==> src/rtl/integer_matrix_multiply_core_macros.svh <==
// Assertion macros shared by the matrix multiply RTL.
`ifndef INTEGER_MATRIX_MULTIPLY_CORE_MACROS_SVH
`define INTEGER_MATRIX_MULTIPLY_CORE_MACROS_SVH

// Same-cycle implication, sampled on clk, off while rst_n is low.
`define IMM_ASSERT_NOW(label, ante, cons, msg) \
    label: assert property (@(posedge clk) disable iff (!rst_n) (ante) |-> (cons)) \
        else $error(msg);

// Next-cycle implication, sampled on clk, off while rst_n is low.
`define IMM_ASSERT_NEXT(label, ante, cons, msg) \
    label: assert property (@(posedge clk) disable iff (!rst_n) (ante) |=> (cons)) \
        else $error(msg);

`endif

==> src/rtl/imm_pkg.sv <==
// Constants and helpers for the integer matrix multiply core.
package imm_pkg;

    localparam int MAX_SIDE = 8;
    localparam int SIDE_W   = (MAX_SIDE > 1) ? $clog2(MAX_SIDE) : 1;
    localparam int ADDR_W   = 2 * SIDE_W;
    localparam int DEPTH    = 1 << ADDR_W;
    localparam int DATA_W   = 32;
    localparam int CFG_W    = 4;

    typedef logic [SIDE_W-1:0] side_t;
    typedef logic [ADDR_W-1:0] addr_t;
    typedef logic [DATA_W-1:0] word_t;

    // Map the side register to side length minus one, clamped to 1..MAX_SIDE.
    function automatic side_t side_m1(input logic [CFG_W-1:0] n);
        side_t r;
        if (n == '0)
        begin
            r = '0;
        end
        else if (int'(n) > MAX_SIDE)
        begin
            r = SIDE_W'(MAX_SIDE - 1);
        end
        else
        begin
            r = SIDE_W'(n - 1'b1);
        end
        return r;
    endfunction

endpackage

==> src/rtl/integer_matrix_multiply_core.sv <==
// Top level of the integer matrix multiply core: operand memories and MAC sequencer.
//
//   channel  | handshake           | payload
//   ---------+---------------------+------------------------------
//   in       | in_valid / in_stall | a_value, b_value
//   out      | out_valid/out_stall | product_value, last_out
//   cfg      | cfg_valid/cfg_ready | n_used
//
// The core takes n*n load requests per matrix pair. For each result element,
// n reads of the single read port of each operand memory feed one multiplier
// and one accumulator, then the sum drains through the product and accumulator
// registers and is handed off to the output register; output stalls hold it.
// Reset clears control only; memory contents stay unknown until loaded.
// in_stall stays high from the last load request until the last result sits
// in the output register, and while a side write is offered, so the write
// always lands before a load request of the same cycle.
// A stalled output freezes the sequencer in drain.
module integer_matrix_multiply_core (
    input  logic                        clk,
    input  logic                        rst_n,
    input  logic                        in_valid,
    output logic                        in_stall,
    input  logic signed [31:0]          a_value,
    input  logic signed [31:0]          b_value,
    output logic                        out_valid,
    input  logic                        out_stall,
    output logic signed [31:0]          product_value,
    output logic                        last_out,
    input  logic                        cfg_valid,
    output logic                        cfg_ready,
    input  logic [imm_pkg::CFG_W-1:0]   n_used
);

`include "integer_matrix_multiply_core_macros.svh"

    // Sequencer states
    localparam logic [1:0] ST_LOAD  = 2'd0;
    localparam logic [1:0] ST_MAC   = 2'd1;
    localparam logic [1:0] ST_DRAIN = 2'd2;

    logic [1:0]           state_reg, state_next;
    imm_pkg::side_t       side_m1_reg;

    // Load position within the current matrix pair
    imm_pkg::side_t       lrow_reg, lcol_reg;
    // Result position and inner index
    imm_pkg::side_t       row_reg, col_reg, k_reg;

    // Operand memories, one write and one read port each
    imm_pkg::word_t       mem_a [imm_pkg::DEPTH];
    imm_pkg::word_t       mem_b [imm_pkg::DEPTH];
    imm_pkg::word_t       rd_a_reg, rd_b_reg;

    // Pipeline tags: read data, product, finished sum
    logic                 rd_vld_reg, rd_first_reg, rd_last_reg;
    logic                 prod_vld_reg, prod_first_reg, prod_last_reg;
    imm_pkg::word_t       prod_reg;
    imm_pkg::word_t       acc_reg;
    logic                 res_done_reg;

    logic                 out_valid_reg, last_out_reg;
    imm_pkg::word_t       out_data_reg;

    logic                 in_accept, cfg_write, issue, out_free, out_load;
    logic                 load_last, elem_last, k_last;
    imm_pkg::addr_t       wr_addr, rd_addr_a, rd_addr_b;
    imm_pkg::word_t       mul_low;

    assign in_stall      = (state_reg != ST_LOAD) || cfg_valid;
    assign cfg_ready     = (state_reg == ST_LOAD);
    assign out_valid     = out_valid_reg;
    assign product_value = out_data_reg;
    assign last_out      = last_out_reg;

    assign in_accept = in_valid && !in_stall;
    assign cfg_write = cfg_valid && cfg_ready;
    assign load_last = (lrow_reg == side_m1_reg) && (lcol_reg == side_m1_reg);
    assign k_last    = (k_reg == side_m1_reg);
    assign elem_last = (row_reg == side_m1_reg) && (col_reg == side_m1_reg);
    assign issue     = (state_reg == ST_MAC);
    assign out_free  = !out_valid_reg || !out_stall;
    assign out_load  = (state_reg == ST_DRAIN) && res_done_reg && out_free;

    // Stride MAX_SIDE addressing: element (r, c) lives at {r, c}
    assign wr_addr   = {lrow_reg, lcol_reg};
    assign rd_addr_a = {row_reg, k_reg};
    assign rd_addr_b = {k_reg, col_reg};

    // Low word of the product is the same for signed and unsigned operands
    assign mul_low = imm_pkg::DATA_W'(rd_a_reg * rd_b_reg);

    always_comb
    begin
        state_next = state_reg;
        case (state_reg)
            ST_LOAD:
            begin
                if (in_accept && load_last && !cfg_write)
                begin
                    state_next = ST_MAC;
                end
            end
            ST_MAC:
            begin
                if (k_last)
                begin
                    state_next = ST_DRAIN;
                end
            end
            ST_DRAIN:
            begin
                if (out_load)
                begin
                    state_next = elem_last ? ST_LOAD : ST_MAC;
                end
            end
            default:
            begin
                state_next = ST_LOAD;
            end
        endcase
    end

    // Memories: write on load requests; the registered read runs unconditionally and serves each MAC issue
    always_ff @(posedge clk)
    begin
        if (in_accept)
        begin
            mem_a[wr_addr] <= a_value;
            mem_b[wr_addr] <= b_value;
        end
        rd_a_reg <= mem_a[rd_addr_a];
        rd_b_reg <= mem_b[rd_addr_b];
    end

    // Datapath registers
    always_ff @(posedge clk)
    begin
        if (rd_vld_reg)
        begin
            prod_reg <= mul_low;
        end
        if (prod_vld_reg)
        begin
            acc_reg <= prod_first_reg ? prod_reg : acc_reg + prod_reg;
        end
        if (out_load)
        begin
            out_data_reg <= acc_reg;
            last_out_reg <= elem_last;
        end
    end

    // Control registers
    always_ff @(posedge clk or negedge rst_n)
    begin
        if (!rst_n)
        begin
            state_reg      <= ST_LOAD;
            side_m1_reg    <= imm_pkg::side_m1(imm_pkg::CFG_W'(imm_pkg::MAX_SIDE));
            lrow_reg       <= '0;
            lcol_reg       <= '0;
            row_reg        <= '0;
            col_reg        <= '0;
            k_reg          <= '0;
            rd_vld_reg     <= 1'b0;
            rd_first_reg   <= 1'b0;
            rd_last_reg    <= 1'b0;
            prod_vld_reg   <= 1'b0;
            prod_first_reg <= 1'b0;
            prod_last_reg  <= 1'b0;
            res_done_reg   <= 1'b0;
            out_valid_reg  <= 1'b0;
        end
        else
        begin
            state_reg <= state_next;

            // Side change drops any partial load
            if (cfg_write)
            begin
                side_m1_reg <= imm_pkg::side_m1(n_used);
                lrow_reg    <= '0;
                lcol_reg    <= '0;
            end
            else if (in_accept)
            begin
                if (lcol_reg == side_m1_reg)
                begin
                    lcol_reg <= '0;
                    lrow_reg <= load_last ? '0 : lrow_reg + 1'b1;
                end
                else
                begin
                    lcol_reg <= lcol_reg + 1'b1;
                end
                if (load_last)
                begin
                    row_reg <= '0;
                    col_reg <= '0;
                    k_reg   <= '0;
                end
            end

            // Issue one read pair per cycle, advance k
            rd_vld_reg   <= issue;
            rd_first_reg <= (k_reg == '0);
            rd_last_reg  <= k_last;
            if (issue)
            begin
                k_reg <= k_last ? '0 : k_reg + 1'b1;
            end

            prod_vld_reg   <= rd_vld_reg;
            prod_first_reg <= rd_first_reg;
            prod_last_reg  <= rd_last_reg;

            // Hold the finished sum until the output register takes it
            if (prod_vld_reg && prod_last_reg)
            begin
                res_done_reg <= 1'b1;
            end
            else if (out_load)
            begin
                res_done_reg <= 1'b0;
            end

            // Advance to the next result element
            if (out_load)
            begin
                if (col_reg == side_m1_reg)
                begin
                    col_reg <= '0;
                    row_reg <= row_reg + 1'b1;
                end
                else
                begin
                    col_reg <= col_reg + 1'b1;
                end
            end

            if (out_load)
            begin
                out_valid_reg <= 1'b1;
            end
            else if (!out_stall)
            begin
                out_valid_reg <= 1'b0;
            end
        end
    end

    // A read result only follows a MAC issue cycle
    `IMM_ASSERT_NOW(a_rd_after_issue, rd_vld_reg, $past(state_reg) == ST_MAC,
        "read data valid without a preceding issue")
    // A new sum never completes over one not yet handed off
    `IMM_ASSERT_NOW(a_no_overwrite, prod_vld_reg && prod_last_reg, !res_done_reg,
        "finished sum overwritten before hand-off")
    // Back in load, the MAC pipeline is empty
    `IMM_ASSERT_NOW(a_load_idle, state_reg == ST_LOAD,
        !rd_vld_reg && !prod_vld_reg && !res_done_reg,
        "MAC pipeline busy while loading")
    // Handing off the last element returns the sequencer to load
    `IMM_ASSERT_NEXT(a_last_to_load, out_load && elem_last, state_reg == ST_LOAD,
        "sequencer did not return to load after the last element")

endmodule
==> config.mk <==
export PLATFORM = sky130hd
export DESIGN_NAME = integer_matrix_multiply_core
export DESIGN_NICKNAME = d
export VERILOG_FILES = /design/src/rtl/imm_pkg.sv /design/src/rtl/integer_matrix_multiply_core.sv
export VERILOG_INCLUDE_DIRS = /design/src /design/src/rtl
export SDC_FILE = /design/constraint.sdc
export NUM_CORES = 2
export LEC_CHECK = 0
export BUFFER_PORTS_ARGS = -buffer_cell sky130_fd_sc_hd__buf_2
export CAP_MARGIN = 20
export CORE_UTILIZATION = 50
export CTS_BUF_LIST = sky130_fd_sc_hd__clkbuf_2 sky130_fd_sc_hd__clkbuf_4 sky130_fd_sc_hd__clkbuf_8
export CTS_CLUSTER_DIAMETER = 40
export DETAILED_ROUTE_END_ITERATION = 10
export HOLD_SLACK_MARGIN = 0.06
export PLACE_DENSITY = 0.65
export SETUP_SLACK_MARGIN = 0.5
export SYNTH_ARGS = -nofsm -noshare
export SYNTH_HDL_FRONTEND = slang
export SYNTH_SLANG_ARGS = --single-unit
==> constraint.sdc <==
create_clock -name clk -period 10.45 [get_ports clk]
set_clock_uncertainty 0.1 [all_clocks]
set_input_delay 2.09 -clock clk [delete_from_list [all_inputs] [get_ports clk]]
set_output_delay 2.09 -clock clk [all_outputs]
set_load 0.05 [all_outputs]
==> flow_metrics.env <==
export IMPL_status="finished clean"
export IMPL_htreeDepth=6
export IMPL_drtPass1Iterations=5
export IMPL_finalSetupTns_ns=0
export IMPL_grt_pass1_wl_mm=685.4
export IMPL_cpMostUsedCell="fa_1"
export IMPL_tightest_slew_ns=1.187
export IMPL_netlist_top_cells_area="edfxtp_1 (71%), mux4_2 (17%), fa_1 (4.6%)"
export IMPL_io_pins=109
export IMPL_holdBufCountCts=0
export IMPL_rsz0062_at_grt="false"
export IMPL_grt_use_met1=0.3728
export IMPL_cts_tree="built"
export IMPL_hpwl_mm=252.5
export IMPL_holdPathStages=0
export IMPL_cts_clk_slew_worst_paths_ns=0.06
export IMPL_critPathMaxStageDelay_ns=1.02
export IMPL_r2r_cells=23
export IMPL_hold_violations=0
export IMPL_ys_async_sr_fraction=0.006534
export IMPL_r2r_end="prod_reg[31]$_DFFE_PP_"
export IMPL_core_area_sq_um=353800
export IMPL_required_ns=11.30
export IMPL_finalCriticalPeriod_ns=8.071
export IMPL_cts_buffer_depth=4
export IMPL_cts_sinks=4285
export IMPL_drtAntennaViolNets=0
export IMPL_timing_rr_start="rd_b_reg[4]$_DFF_P_"
export IMPL_cp_end_kind="register"
export IMPL_largestRegisters="mem_a x2048, mem_b x2048"
export IMPL_dieArea_sq_um=358800
export IMPL_ys_seq_elements=4285
export IMPL_whs_endpoint="prod_last_reg$_DFF_PN0_"
export IMPL_yosys_top_cells_count="edfxtp_1 (4193), mux4_2 (1336), inv_1 (412)"
export IMPL_grtUsageMet2=0.4513
export IMPL_cts_setup_buffers=0
export IMPL_r2r_slack_ns=2.38
export IMPL_route_detailed_drc=0
export IMPL_wl_per_cell_um=34.62
export IMPL_synth_edff_count=4193
export IMPL_min_from="rd_last_reg$_DFF_PN0_"
export IMPL_cts_resized=0
export IMPL_die_w_um=599.0
export IMPL_yosysTopAreaCellShare=0.7065
export IMPL_post_synth_num_cell_types=71
export IMPL_crit_fanout=28
export IMPL_hold_slack_ns=0.2549
export IMPL_place_congestion=0.8694
export IMPL_crit_type="reg -> reg"
export IMPL_grt_max_degree=135
export IMPL_slew_headroom=0.2064
export IMPL_top_usage_layer="met2"
export IMPL_met3_usage=0.05126
export IMPL_dr_first_iter_drc_count=11690
export IMPL_root_buffer="clkbuf_8"
export IMPL_start_kind="register"
export IMPL_arrival_ns=8.92
export IMPL_gr_total_overflow=0
export IMPL_antenna_found_initial=52
export IMPL_netlist_instances=8194
export IMPL_clock_fmax_mhz=123.9
export IMPL_clkLatencyLatePin_ns=1.21
export IMPL_yosys_area_top_type="edfxtp_1"
export IMPL_hold_path_class="reg -> reg"
export IMPL_start_util=0.5038
export IMPL_critical_path_slowest_cell="dfxtp_1"
export IMPL_finalMaxSlewViolations=0
export IMPL_syn_area_sq_um=178200
export IMPL_ys_flop_type="edfxtp_1"
export IMPL_final_nets=9421
export IMPL_grtUsageTotal=0.2740
export IMPL_syn_num_nets=8837
export IMPL_synth_most_common_cell="edfxtp_1"
export IMPL_viasPerCell=6.281
export IMPL_num_vias=88330
export IMPL_cts_buffers=690
export IMPL_cp_cell_sequence="and2_1 -> fa_1 -> inv_1 -> fa_1 -> fa_1 -> fa_1 -> inv_1 -> fa_1 -> inv_1 -> fa_1 -> inv_1 -> fa_1 -> fa_1 -> ha_1 -> a21oi_1 -> o21ai_1 -> a221o_1 -> a21oi_1 -> o21ai_1 -> a221o_1 -> a211oi_1 -> a21oi_1 -> xnor2_1"
export IMPL_fp_dieH_um=599.0
export IMPL_portBuffers=108
export IMPL_syn_area_per_cell_sq_um=21.75
export IMPL_drive_above_1_share=0.3019
export IMPL_rows=218
export IMPL_finalSetupViolCount=0
export IMPL_grt_pass1_vias=90300
export IMPL_min_period_over_period=0.7723
export IMPL_area_delta_synth_final_pct=11.78
export IMPL_yosysWarnings=0
export IMPL_seq_area_frac_synth=0.7176
export IMPL_wirelength_mm=486.9
export IMPL_drv_cap=0
==> worst max-delay path by stage <==
stage | startpoint | cells after the start | endpoint | slack [ns]
after floorplan | rd_b_reg[6]$_DFF_P_ | 24 | prod_reg[31]$_DFFE_PP_ | 3.36
after global placement | rd_b_reg[3]$_DFF_P_ | 23 | prod_reg[31]$_DFFE_PP_ | 2.41
after detailed placement | rd_b_reg[4]$_DFF_P_ | 23 | prod_reg[31]$_DFFE_PP_ | 2.44
after CTS | rd_b_reg[4]$_DFF_P_ | 23 | prod_reg[31]$_DFFE_PP_ | 2.41
after global routing | rd_b_reg[4]$_DFF_P_ | 23 | prod_reg[31]$_DFFE_PP_ | 2.00
final | rd_b_reg[4]$_DFF_P_ | 23 | prod_reg[31]$_DFFE_PP_ | 2.38
==> stage by stage <==
stage	instances	worst slack [ns]	area, sq um	utilization
2_1_floorplan	8194	3.356	178200	-
3_3_place_gp	12810	2.408	185300	0.5237
3_5_place_dp	12810	2.441	185400	0.5240
4_1_cts	14040	2.414	199000	0.5626
5_1_grt	14050	1.997	199200	0.5630
6_report	14060	2.379	199200	0.5631
==> layer usage <==
layer / up-vias / routed length [um] / share of wire
met2: 4968 / 240000 / 0.49
met1: 48020 / 182500 / 0.37
li1: 34400 / - / -
met3: 927 / 47010 / 0.097
met4: 20 / 17300 / 0.036
met5: - / 147 / 0.00030
==> logic make-up (layout without fill, tap and decap cells) <==
| logic type | count (synthesis) | count (layout) | share of synthesized area |
|---|---|---|---|
| adder cells (fa/ha/maj) | 570 | 570 | 0.05725 |
| AND/OR/NAND/NOR | 814 | 814 | 0.02237 |
| multiplexers | 1354 | 1354 | 0.1699 |
| buffers and inverters | 822 | 1939 | 0.01888 |
| other | 0 | 23 | 0 |
| AO/OA/AOI/OAI | 226 | 226 | 0.007912 |
| XOR/XNOR | 123 | 123 | 0.006045 |
| flip-flops | 4285 | 4285 | 0.7176 |
==> critical path, delay by kind of cell, from the launching register on <==
| kind | cells | cell delay, ns |
|---|---|---|
| xor+xnor | 1 | 0.14 |
| simple gates | 1 | 0.26 |
| flops | 1 | 1.02 |
| buf+inv | 4 | 0.25 |
| compound gates | 8 | 1.79 |
| fa+ha+maj | 9 | 4.24 |
==> placed cells by master (no fill, tap or decap), types with 52 or more instances in the layout <==
| cell type | netlist | final |
|---|---|---|
| clkbuf_8 | 0 | 716 |
| a21oi_1 | 52 | 52 |
| xnor2_1 | 89 | 89 |
| fa_1 | 409 | 409 |
| buf_4 | 14 | 143 |
| and2_1 | 292 | 292 |
| o21ai_0 | 63 | 63 |
| nor2_4 | 0 | 64 |
| ha_1 | 161 | 161 |
| mux4_2 | 1336 | 1336 |
| edfxtp_1 | 4193 | 4193 |
| buf_2 | 85 | 108 |
| inv_1 | 412 | 412 |
| nand2_1 | 328 | 328 |
| clkbuf_4 | 0 | 234 |
| clkinv_1 | 0 | 145 |
| dfxtp_1 | 64 | 64 |
==> final cells by class <==
| type | instances | area [sq um] |
|---|---|---|
| fill | 25930 | 154600 |
| sequential | 4285 | 127900 |
| multi-input combinational | 3087 | 47440 |
| clock buffer | 950 | 11610 |
| tap | 4730 | 5918 |
| timing repair buffer | 302 | 2673 |
| clock inverter | 275 | 2039 |
| inverter | 412 | 1546 |
| antenna | 23 | 57.56 |
Power is left out: the tool's default activity adds up to more than one toggle a clock period on the data nets, which glitch-free logic cannot reach.
